`src/design/xtea_pkg.sv`:
```
// Shared types and constants for the XTEA cipher pipeline.
package xtea_pkg;

    localparam int unsigned ROUNDS    = 32;
    localparam int unsigned NUM_CELLS = 2 * ROUNDS;
    localparam logic [31:0] DELTA     = 32'h9E37_79B9;

    localparam int unsigned CFG_IDX_W = 3;
    localparam int unsigned CFG_DATA_W = 32;

    // Register indexes of the configuration port
    typedef enum logic [CFG_IDX_W-1:0] {
        REG_KEY_0      = 3'd0,
        REG_KEY_1      = 3'd1,
        REG_KEY_2      = 3'd2,
        REG_KEY_3      = 3'd3,
        REG_KEY_LOADED = 3'd4
    } t_reg_idx;

    typedef logic [3:0][31:0] t_key;

    // Block travelling along the chain
    typedef struct packed {
        logic        mode;
        logic        ok;
        logic        last;
        logic [31:0] v0;
        logic [31:0] v1;
    } t_lane;

    // Running sum seen by a half-round, truncated to 32 bits
    function automatic logic [31:0] stage_sum(input int unsigned cnt);
        logic [63:0] prod;
        prod = 64'(DELTA) * 64'(cnt);
        return prod[31:0];
    endfunction

endpackage

```
`src/design/xtea_cell.sv`:
```
// One Feistel half-round cell of the XTEA chain, with its pipeline register.
module xtea_cell (
    input  logic                 i_clk,
    input  logic                 i_rst_n,
    input  logic                 i_odd,
    input  logic [31:0]          i_enc_sum,
    input  logic [31:0]          i_dec_sum,
    input  xtea_pkg::t_key       i_key,
    input  logic                 i_valid,
    input  xtea_pkg::t_lane      i_lane,
    output logic                 o_valid,
    output xtea_pkg::t_lane      o_lane
);

    logic            r_valid;
    xtea_pkg::t_lane r_lane;
    xtea_pkg::t_lane n_lane;

    logic        tgt_v0;
    logic [31:0] src;
    logic [31:0] tgt;
    logic [31:0] sum;
    logic [1:0]  kidx;
    logic [31:0] mixed;
    logic [31:0] f;
    logic [31:0] res;

    // Work one half-round: target word is updated from the other word
    always_comb begin
        tgt_v0 = ~(i_odd ^ i_lane.mode);
        src    = tgt_v0 ? i_lane.v1 : i_lane.v0;
        tgt    = tgt_v0 ? i_lane.v0 : i_lane.v1;
        sum    = i_lane.mode ? i_dec_sum : i_enc_sum;
        kidx   = tgt_v0 ? sum[1:0] : sum[12:11];
        mixed  = ((src << 4) ^ (src >> 5)) + src;
        f      = mixed ^ (sum + i_key[kidx]);
        res    = i_lane.mode ? (tgt - f) : (tgt + f);
        n_lane = i_lane;
        if (i_lane.ok) begin
            if (tgt_v0) begin
                n_lane.v0 = res;
            end else begin
                n_lane.v1 = res;
            end
        end
    end

    // Hold the valid flag under reset
    always_ff @(posedge i_clk) begin
        if (!i_rst_n) begin
            r_valid <= 1'b0;
        end else begin
            r_valid <= i_valid;
        end
    end

    // Advance the payload every cycle
    always_ff @(posedge i_clk) begin
        r_lane <= n_lane;
    end

    assign o_valid = r_valid;
    assign o_lane  = r_lane;

endmodule

```
`config.mk`:
```
export PLATFORM = sky130hd
export DESIGN_NAME = xtea_cell
export DESIGN_NICKNAME = d
export VERILOG_FILES = /design/src/design/xtea_pkg.sv /design/src/design/xtea_cell.sv
export SDC_FILE = /design/constraint.sdc
export NUM_CORES = 1
export LEC_CHECK = 0
export ABC_AREA = 1
export BUFFER_PORTS_ARGS = -buffer_cell sky130_fd_sc_hd__buf_4
export CORE_UTILIZATION = 55
export DETAILED_ROUTE_END_ITERATION = 8
export PLACE_DENSITY_LB_ADDON = 0.25
export SLEW_MARGIN = 20
export SYNTH_ARGS = -nofsm -noshare
export SYNTH_HDL_FRONTEND = slang
export SYNTH_SLANG_ARGS = --single-unit
export TNS_END_PERCENT = 100
```
`constraint.sdc`:
```
create_clock -name i_clk -period 7.9 [get_ports i_clk]
set_clock_uncertainty 0.05 [all_clocks]
set_input_delay 1.185 -clock i_clk [delete_from_list [all_inputs] [get_ports i_clk]]
set_output_delay 1.185 -clock i_clk [all_outputs]
set_load 0.05 [all_outputs]
```
# Word level (Yosys, flattened, before mapping)
# Index checks and enable logic that the tools add are counted.
# op_classes
add_sub_neg	4
mux	10
magnitude_cmp	1
n_bitwise	3
# op_table
operator	count
$mux 32	7
$add 32x32->32	3
$bmux 32 s2	1
$mux 64	1
$sub 32x32->32	1
$xor 32x27->32	1
$xor 32x32->32	1
$lt 2x3->1 const B	1
$mux 2	1
$xor 1x1->1	1
# word_totals
inputBits	263
output_inout_bits	68
ff_bits	68

# Depth between registers and ports, before layout
# Gate-level depths: netlist of run 1.
# depth
ltp_word	10
mapped_depth	46
depth_no_buf	43

# Least setup slack after synthesis of run 1
# Ideal clock, no wire load.
# synth_timing
path_type	input to register
start	in i_lane[66] (netlist bit)
end	reg r_lane (netlist bit o_lane[29])
stages	36
t_required_ns	7.735
setup_time_ns	0.115
arrival_time_ns	6.193
path_buffers	2
path_slack_ns	1.542
cell_sequence	buf_6 -> inv_2 -> nand2_1 -> nand2_1 -> nand3_1 -> nand2_1 -> clkbuf_1 -> nor2_1 -> o22ai_1 -> ha_1 -> inv_1 -> fa_1 -> xnor2_1 -> ha_1 -> inv_1 -> nor2_1 -> nand3_1 -> nor3b_2 -> nand2_2 -> nor2_4 -> nand3_2 -> nor2_4 -> nand3_2 -> nand2_2 -> o21ai_1 -> xnor2_1 -> ha_1 -> nand2_1 -> nor4_1 -> nand3b_1 -> o21ai_0 -> nand2_1 -> nand3_1 -> nand3_1 -> o21ai_0 -> inv_1
# synth_rtl
item	line_no	source
start: declaration	xtea_cell.sv:10	input xtea_pkg::t_lane i_lane,
end signal: assignment	xtea_cell.sv:59	r_lane <= n_lane;
end: declaration	xtea_cell.sv:16	xtea_pkg::t_lane r_lane;

==> metrics, run 1 <==
run status=completed; Cell Rows=54; overall global routing resource usage=0.380; worst IR drop on VDD=0.171 mV; number of hold-slack violations in the final timing report=0; RSZ-0062 raised after global routing=false; slowest stage cell, crit path=sky130_fd_sc_hd__nor3_1; CTS Hold Bufs=0; switching power summed over all nets=2890 uW; Top Family by Delay on Critical Path=simple AND/OR/NAND/NOR gates; number of placed I/O pins=331; weighted congestion reported at the end of routability-driven placement=1.00; count of input and output buffers=330; number of maximum-capacitance violations=0; antenna diode count=0; power per unit of standard cell area=330 mW/mm^2; Finish-stage setup viols=0; element type at the critical path end=flop; relative slew slack=0.324; Worst Hold Class=in2reg; cell mode on critical path=sky130_fd_sc_hd__nand2_1; clk buf depth=2; wire length of the first global-routing pass=68100 microns; synthesized area per cell=5.40 sq um; commonest cells after routing, fill and taps aside=sky130_fd_sc_hd__nand2_1 (773), sky130_fd_sc_hd__buf_4 (349), sky130_fd_sc_hd__inv_1 (343), sky130_fd_sc_hd__o21ai_0 (196), sky130_fd_sc_hd__nor2_1 (187); share of layout cells above drive strength 1=0.175; Met3 Wirelength=3880 microns; Static Leak=0.00882 uW; met1 wire length=17100 microns; sum of overflow across all layers after global routing=0; most common library cell in the layout ignoring fill and taps=sky130_fd_sc_hd__nand2_1; DRC viols=0; post-route clock period utilization=0.902; number of distinct library cells after synthesis=54; Reg power frac=0.103; sequential-to-total area share from yosys stat=0.112; number of buffers inserted during clock tree synthesis=9; flip-flop and latch count after synthesis=68; number of standard cells in the layout, taps in and fillers out=2843; number of pins with negative max-slew slack in the final report=0; part of the total power dissipated in the clock network=0.099; net count after synthesis=2616; area of the core=0.0218 sq mm; initial antenna violation count=0; switching share of total power=0.572; CTS HTree Levels=3; via count=15500; floorplan die area=0.0227 sq mm; Post-CTS Repair Setup Buffers=0; post-CTS sizing=0; horizontal extent of the die=151 microns; Wirelength per Cell=15.5 microns; category of the worst setup path launch point=input port; via density per instance=5.46; Antenna Violating Nets Remaining=0; maximum single-stage delay on the critical path=0.43 ns; clock slew at the register clock pins of the worst setup and hold paths=0.06 ns; placed insts=2827; pin count of the biggest net entering global routing=70; top sig layer=met4; DRC violation total after the first TritonRoute iteration=1070; initial cell density of the core=0.560; aggregate negative setup slack=0 ns; area of the multi-input gates=0.00922 sq mm; clock period minus final worst setup slack=7.13 ns; total number of clock tree sinks=68; Pre-antenna DRT Iters=7; Met2 Wirelength=21100 microns; required time of the critical path=8.09 ns; Nets=2920; Clock Root Buffer=sky130_fd_sc_hd__clkbuf_16; total standard cell area after synthesis=0.0122 sq mm; Crit Path Category=in2reg; Synth Warn #=0; number of global-route vias before repair=14300; Arrival @ worst endpoint=7.32 ns; cell count after synthesis=2254; largest fanout on the critical path=42; CP bufs+invs=8; dpl hpwl=37100 microns; total internal power=2160 uW; part of the total power dissipated in combinational logic=0.797; Syn-to-layout area delta=25.9%; highest clock frequency the design can meet=140 MHz; TritonCTS clock tree=built; FF/Latch Area=0.00136 sq mm; final wirelength=44100 microns; height of the die=151 microns; worst slew pin tran=1.00 ns; Fill cells=1967
-- metal layers --
layer  up-vias  track usage
met1      6849        0.449
li1       7717            -
met2       794        0.675
met3       157       0.0494
met5         -            0
met4         0        0.181
-- through the flow --
step                      setup slack [ns]  hold slack [ns]  cell area, sq um  power [uW]  utilization
final                                0.773            0.901             15300        5050        0.705
after CTS                            0.873            0.901             15300        4990        0.705
after detailed placement             0.542             1.24             15000        4450        0.688
after global routing                 0.165            0.900             15300        5470        0.705
after global placement               0.655             1.24             15000        4390        0.688
after floorplan                       1.54             1.16             12200        3400            -
-- power by group through the flow --
stage | Combinational [uW] | Clock, uW | Sequential (uW)
floorplan | 2390 | 0 | 1010
global placement | 3860 | 0 | 522
detailed placement | 3930 | 0 | 529
CTS | 3960 | 500 | 524
global route | 4420 | 517 | 536
finish | 4030 | 502 | 522
-- flip-flops by register name, indices dropped and copies added (netlist names) --
| name | flops |
|---|---|
| o_lane | 67 |
| o_valid | 1 |
-- kinds of logic (layout without fill, tap and decap cells) --
group | after synthesis | count (layout) | share of synthesized area
simple gates | 1190 | 1190 | 0.406
flops | 68 | 68 | 0.112
mux | 4 | 4 | 0.00329
xor+xnor | 113 | 113 | 0.0819
buf+inv | 417 | 726 | 0.131
compound gates | 363 | 363 | 0.162
fa+ha+maj | 99 | 99 | 0.104
-- Yosys cell counts, drive strengths merged --
cell type | instances | share of area
a211oi | 1 | 0.00062
nand3 | 133 | 0.057
fa | 3 | 0.0049
xnor2 | 45 | 0.032
clkinv | 1 | 0.00031
o21ai | 213 | 0.090
o31ai | 3 | 0.0023
a21boi | 5 | 0.0034
o221ai | 1 | 0.00072
xor2 | 68 | 0.050
ha | 96 | 0.099
a32oi | 1 | 0.00072
inv | 357 | 0.11
and2 | 6 | 0.0033
a31oi | 7 | 0.0036
or2 | 6 | 0.0031
a21oi | 85 | 0.035
nand2b | 1 | 0.00051
a2111oi | 1 | 0.00072
nor3 | 13 | 0.0053
dfxtp | 68 | 0.11
o21a | 1 | 0.00062
o21bai | 5 | 0.0031
mux2i | 4 | 0.0033
and3 | 2 | 0.0010
nor4 | 2 | 0.0010
nand2 | 798 | 0.25
nand4 | 12 | 0.0062
clkbuf | 51 | 0.016
buf | 8 | 0.0053
nand3b | 13 | 0.0080
o22ai | 30 | 0.015
nor2 | 203 | 0.068
nor3b | 1 | 0.0010
a21o | 10 | 0.0062
-- final timing paths --
kind | cells past startpoint | slack (ns) | from | endpoint
hold / removal | 1 | 0.90 | i_lane[64] | o_lane[64]
setup / recovery | 37 | 0.77 | i_lane[66] | o_lane[63]
-- cell type report --
type / count / share of cell area
clock buffers: 9 / 0.0147
clock inverters: 7 / 0.00955
inverters: 358 / 0.0877
multi-input cells: 1769 / 0.602
flip-flops and latches: 68 / 0.0888
well taps: 280 / 0.0229
repair buffers: 352 / 0.175
(Power assumes the default switching activity.)
==> inputs of run 2 (changes only) <==
Settings changed: ABC_AREA 1 to not set, CORE_UTILIZATION 55 to 53, CTS_CLUSTER_SIZE set to 14.
==> run 2 against run 1 <==
- design area down 12%
- via count down 34%
- final cell count down 39%
- clock power down 27%
- sequential power up 8.8%
- first-iteration DRC count down 48%
==> metrics, run 2 <==
maximum single-stage delay on the critical path=0.55 ns; category of the worst setup path launch point=input port; placement-stage worst setup slack=-0.103 ns; CTS HTree Levels=3; weighted congestion reported at the end of routability-driven placement=0.929; net count after synthesis=1527; Worst Hold Class=in2reg; ys flop type=sky130_fd_sc_hd__dfxtp_1; Cell Rows=50; Largest register FFs=67; number of buffers inserted during clock tree synthesis=9; CP bufs+invs=2; DRC viols=0; overall global routing resource usage=0.311; number of placed I/O pins=331; Synth Warn #=0; Nets=1866; wire length of the first global-routing pass=49200 microns; area of the core=0.0187 sq mm; final wirelength=31800 microns; via count=10300; number of maximum-capacitance violations=0; hold path cells=1; Crit Path Category=in2reg; post-route clock period utilization=0.955; sum of overflow across all layers after global routing=0; Top Family by Delay on Critical Path=compound AO/OA/AOI/OAI gates; via density per instance=5.90; DRC violation total after the first TritonRoute iteration=553; total number of clock tree sinks=68; required time of the critical path=8.07 ns; biggest area contributors in the synthesized netlist=sky130_fd_sc_hd__mux2_2 (13%), sky130_fd_sc_hd__dfxtp_1 (13%), sky130_fd_sc_hd__ha_1 (12%); top cell type by total area after synthesis=sky130_fd_sc_hd__mux2_2; largest fanout on the critical path=10; Finish-stage setup viols=0; number of hold-slack violations in the final timing report=0; final critical-path setup slack=0.359 ns; clock slew at the register clock pins of the worst setup and hold paths=0.06 ns; height of the die=140 microns; clock period minus final worst setup slack=7.54 ns; horizontal extent of the die=140 microns; power per unit of standard cell area=440 mW/mm^2; Static Leak=0.00612 uW; cell count after synthesis=1165; Clock Root Buffer=sky130_fd_sc_hd__clkbuf_16; worst slew pin tran=0.680 ns; Arrival @ worst endpoint=7.71 ns; number of standard cells in the layout, taps in and fillers out=1744; share of layout cells above drive strength 1=0.391; flip-flop and latch count after synthesis=68; worst IR drop on VDD=0.192 mV; commonest cells in the synthesized netlist=sky130_fd_sc_hd__mux2_2 (121), sky130_fd_sc_hd__xnor2_1 (115), sky130_fd_sc_hd__ha_1 (96); count of flip-flops with a built-in enable after synthesis=0; element type at the critical path end=flop; synthesized area per cell=8.67 sq um; count of input and output buffers=330; number of pins with negative max-slew slack in the final report=0; floorplan die area=0.0196 sq mm; commonest cells after routing, fill and taps aside=sky130_fd_sc_hd__buf_4 (363), sky130_fd_sc_hd__mux2_2 (121), sky130_fd_sc_hd__xnor2_1 (110), sky130_fd_sc_hd__ha_1 (96), sky130_fd_sc_hd__a21oi_1 (86); most common library cell in the layout ignoring fill and taps=sky130_fd_sc_hd__buf_4; relative slew slack=0.543; total power after layout=5920 uW; initial antenna violation count=1; Syn-to-layout area delta=33.3%; run status=completed; dominant cell by count in the synthesized netlist=sky130_fd_sc_hd__mux2_2; Antenna Violating Nets Remaining=0; cell mode on critical path=sky130_fd_sc_hd__xnor2_1; cell depth of the worst setup path=29; pin count of the biggest net entering global routing=66; total standard cell area after synthesis=0.0101 sq mm; area share of the leading cell type in the synthesized netlist=0.135; CTS Hold Bufs=0; slowest stage cell, crit path=sky130_fd_sc_hd__mux4_2; Fin Hold WS=0.909 ns; dpl hpwl=26200 microns; clk buf depth=2; proportion of register bits with asynchronous set or reset after synthesis=0; Wirelength per Cell=18.3 microns; number of global-route vias before repair=9931; placed insts=1724; sequential-to-total area share from yosys stat=0.135; number of distinct library cells after synthesis=88; TritonCTS clock tree=built; initial cell density of the core=0.540; highest clock frequency the design can meet=133 MHz; Pre-antenna DRT Iters=5
==> run 2: power by group <==
part           switching, uW  internal [uW]
Combinational           2950           2040
Clock                    144            220
Sequential              48.6            520
Total                   3140           2780
==> run 2: area by class of cell <==
class	count	area, sq um
multi-input cells	1013	8540
fillers	1457	5230
repair buffers	368	2830
flip-flops and latches	68	1360
well taps	234	293
clock buffers	12	246
inverters	44	165
clock inverters	4	25.0
diodes	1	2.50
==> run 2: kinds of logic after synthesis <==
group | share of synthesized area
AOI/OAI and AO/OA | 0.194
xor gates and xnor gates | 0.150
adders and majority gates | 0.125
buffers and inverters | 0.0324
DFF | 0.135
muxes | 0.231
and+or+nand+nor | 0.133
==> run 2: worst paths after layout <==
check,start,end,slack (ns)
setup / recovery,i_lane[66],o_lane[31],0.36
hold / removal,i_lane[64],o_lane[64],0.91
==> run 2: timing repair <==
| item | 4_1_cts | 5_1_grt |
|---|---|---|
| setup endpoints to repair | 0 | 10 |
| setup buffers | 0 | 1 |
| resized for setup | 0 | 23 |
==> run 2: through the flow <==
stage	util	area, sq um	setup TNS [ns]
floorplan	-	10100	0
global placement	0.696	13000	0
detailed placement	0.696	13000	-0.229
CTS	0.711	13300	0
global route	0.720	13500	-0.0218
finish	0.720	13500	0
==> run 2: layer usage <==
metal | part of all wire | track usage | wire [microns] | vias up
met3 | 0.058 | 0.0315 | 1860 | 54
met5 | 0 | 0 | 0 | -
met1 | 0.44 | 0.406 | 14000 | 4787
met4 | 0.023 | 0.0914 | 739 | 0
met2 | 0.48 | 0.539 | 15300 | 464
li1 | - | - | - | 4978
==> inputs of run 3 (changes only) <==
Settings changed: CORE_MARGIN set to 2, TNS_END_PERCENT 100 to not set.
==> run 3 against run 2 <==
- non-clock buffer count is 7 higher
- sequential share of layout area hardly changed
- die area is 2.9% higher
- worst setup slack worse by 0.011 ns
- design area is 0.34% higher
- critical path type unchanged
- largest cell class unchanged
==> metrics, run 3 (synthesis gave the netlist of run 2 again) <==
Crit Path Category=in2reg; Worst Hold Class=in2reg; number of hold-slack violations in the final timing report=0; required time of the critical path=8.06 ns; slowest stage cell, crit path=sky130_fd_sc_hd__mux4_2; largest fanout on the critical path=12; dpl hpwl=26300 microns; DRC viols=0; antenna diode count=0; element type at the critical path end=flop; number of buffers inserted during clock tree synthesis=9; sum of overflow across all layers after global routing=0; cell area after placement=0.0131 sq mm; placement-stage worst setup slack=-0.0559 ns; initial cell density of the core=0.540; Clock Root Buffer=sky130_fd_sc_hd__clkbuf_16; number of pins with negative max-slew slack in the final report=0; Antenna Violating Nets Remaining=0; highest clock frequency the design can meet=132 MHz; wire length of the first global-routing pass=48800 microns; commonest cells after routing, fill and taps aside=sky130_fd_sc_hd__buf_4 (369), sky130_fd_sc_hd__mux2_2 (121), sky130_fd_sc_hd__xnor2_1 (111), sky130_fd_sc_hd__ha_1 (96), sky130_fd_sc_hd__a21oi_1 (90); pin count of the biggest net entering global routing=41; hold path cells=1; cell mode on critical path=sky130_fd_sc_hd__xnor2_1; met2 usage=0.508; post-route cell area=0.0135 sq mm; floorplan die area=0.0202 sq mm; post-route core utilization=0.723; clock slew at the register clock pins of the worst setup and hold paths=0.06 ns; worst IR drop on VDD=0.207 mV; number of placed I/O pins=331; final critical-path setup slack=0.348 ns; RSZ-0062 raised after global routing=true; share of layout cells above drive strength 1=0.389; Largest register FFs=67; Finish-stage setup viols=0; Nets=1873; horizontal extent of the die=142 microns; area of the core=0.0187 sq mm; total number of clock tree sinks=68; TritonCTS clock tree=built; number of maximum-capacitance violations=0; total power after layout=5980 uW; count of input and output buffers=330; overall global routing resource usage=0.298; most common library cell in the layout ignoring fill and taps=sky130_fd_sc_hd__buf_4; DRC violation total after the first TritonRoute iteration=649; power per unit of standard cell area=443 mW/mm^2; initial antenna violation count=0; worst slew pin tran=0.620 ns; height of the die=142 microns; hold endpoint=o_lane[64]; Arrival @ worst endpoint=7.72 ns; met3 usage in global routing=0.0333; via density per instance=5.84; Static Leak=0.00615 uW; grt peak-use layer=met2; clk buf depth=2; Wirelength per Cell=18.0 microns; clock period minus final worst setup slack=7.55 ns; Syn-to-layout area delta=33.8%; Cell Rows=50; post-route clock period utilization=0.956; Pre-antenna DRT Iters=5; fraction of met1 tracks used by global routing=0.396; weighted congestion reported at the end of routability-driven placement=0.954; relative slew slack=0.580; category of the worst setup path launch point=input port; Fin Hold WS=0.910 ns; maximum single-stage delay on the critical path=0.51 ns; number of global-route vias before repair=9873; via count=10200; run status=completed; Fill cells=1470; CTS Hold Bufs=0; area of the multi-input gates=0.00852 sq mm; final wirelength=31500 microns; critical hold path startpoint=i_lane[64]; CTS HTree Levels=3; FF/Latch Area=0.00136 sq mm
## run 3: critical path: cells and delay by family
kind / cells / cell delay, ns
AOI/OAI and AO/OA: 9 / 1.80
xor gates and xnor gates: 6 / 1.03
and+or+nand+nor: 6 / 1.07
muxes: 4 / 1.42
buffers and inverters: 3 / 0.47
adders and majority gates: 2 / 0.71
## run 3: cell type report
cell class | instances | share of cell area
timing repair buffer | 375 | 0.214
tap | 234 | 0.0217
clock buffer | 13 | 0.0185
inverter | 44 | 0.0122
multi-input combinational | 1013 | 0.630
clock inverter | 3 | 0.00342
sequential | 68 | 0.101
## run 3: power breakdown
part	switching, uW	internal [uW]	total [uW]
Sequential	46.3	520	566
Clock	144	254	397
Combinational	2950	2070	5020
## run 3: worst max path at each step
stage / from / to / slack [ns] / cells past startpoint
floorplan: i_odd / o_lane[28] / 0.02 / 28
global placement: i_lane[66] / o_lane[31] / 0.18 / 31
detailed placement: i_lane[66] / o_lane[31] / -0.06 / 31
CTS: i_lane[66] / o_lane[63] / 0.27 / 31
global route: i_lane[66] / o_lane[31] / -0.01 / 32
finish: i_lane[66] / o_lane[63] / 0.35 / 30
## run 3: through the flow
| stage | std cells | setup TNS (ns) |
|---|---|---|
| floorplan | 1165 | 0 |
| global placement | 1731 | 0 |
| detailed placement | 1731 | -0.111 |
| CTS | 1747 | 0 |
| global route | 1750 | -0.0202 |
| finish | 1750 | 0 |
## run 3: routing by layer
layer	vias to the layer above	wire, microns
met4	0	857
met2	447	15000
met3	55	2240
met5	-	0
met1	4703	13500
li1	5008	-
## run 3: repair_timing
| item | CTS | global route |
|---|---|---|
| buffers inserted | 0 | 2 |
| endpoints found under the setup margin | 0 | 8 |
| resized for setup | 0 | 16 |
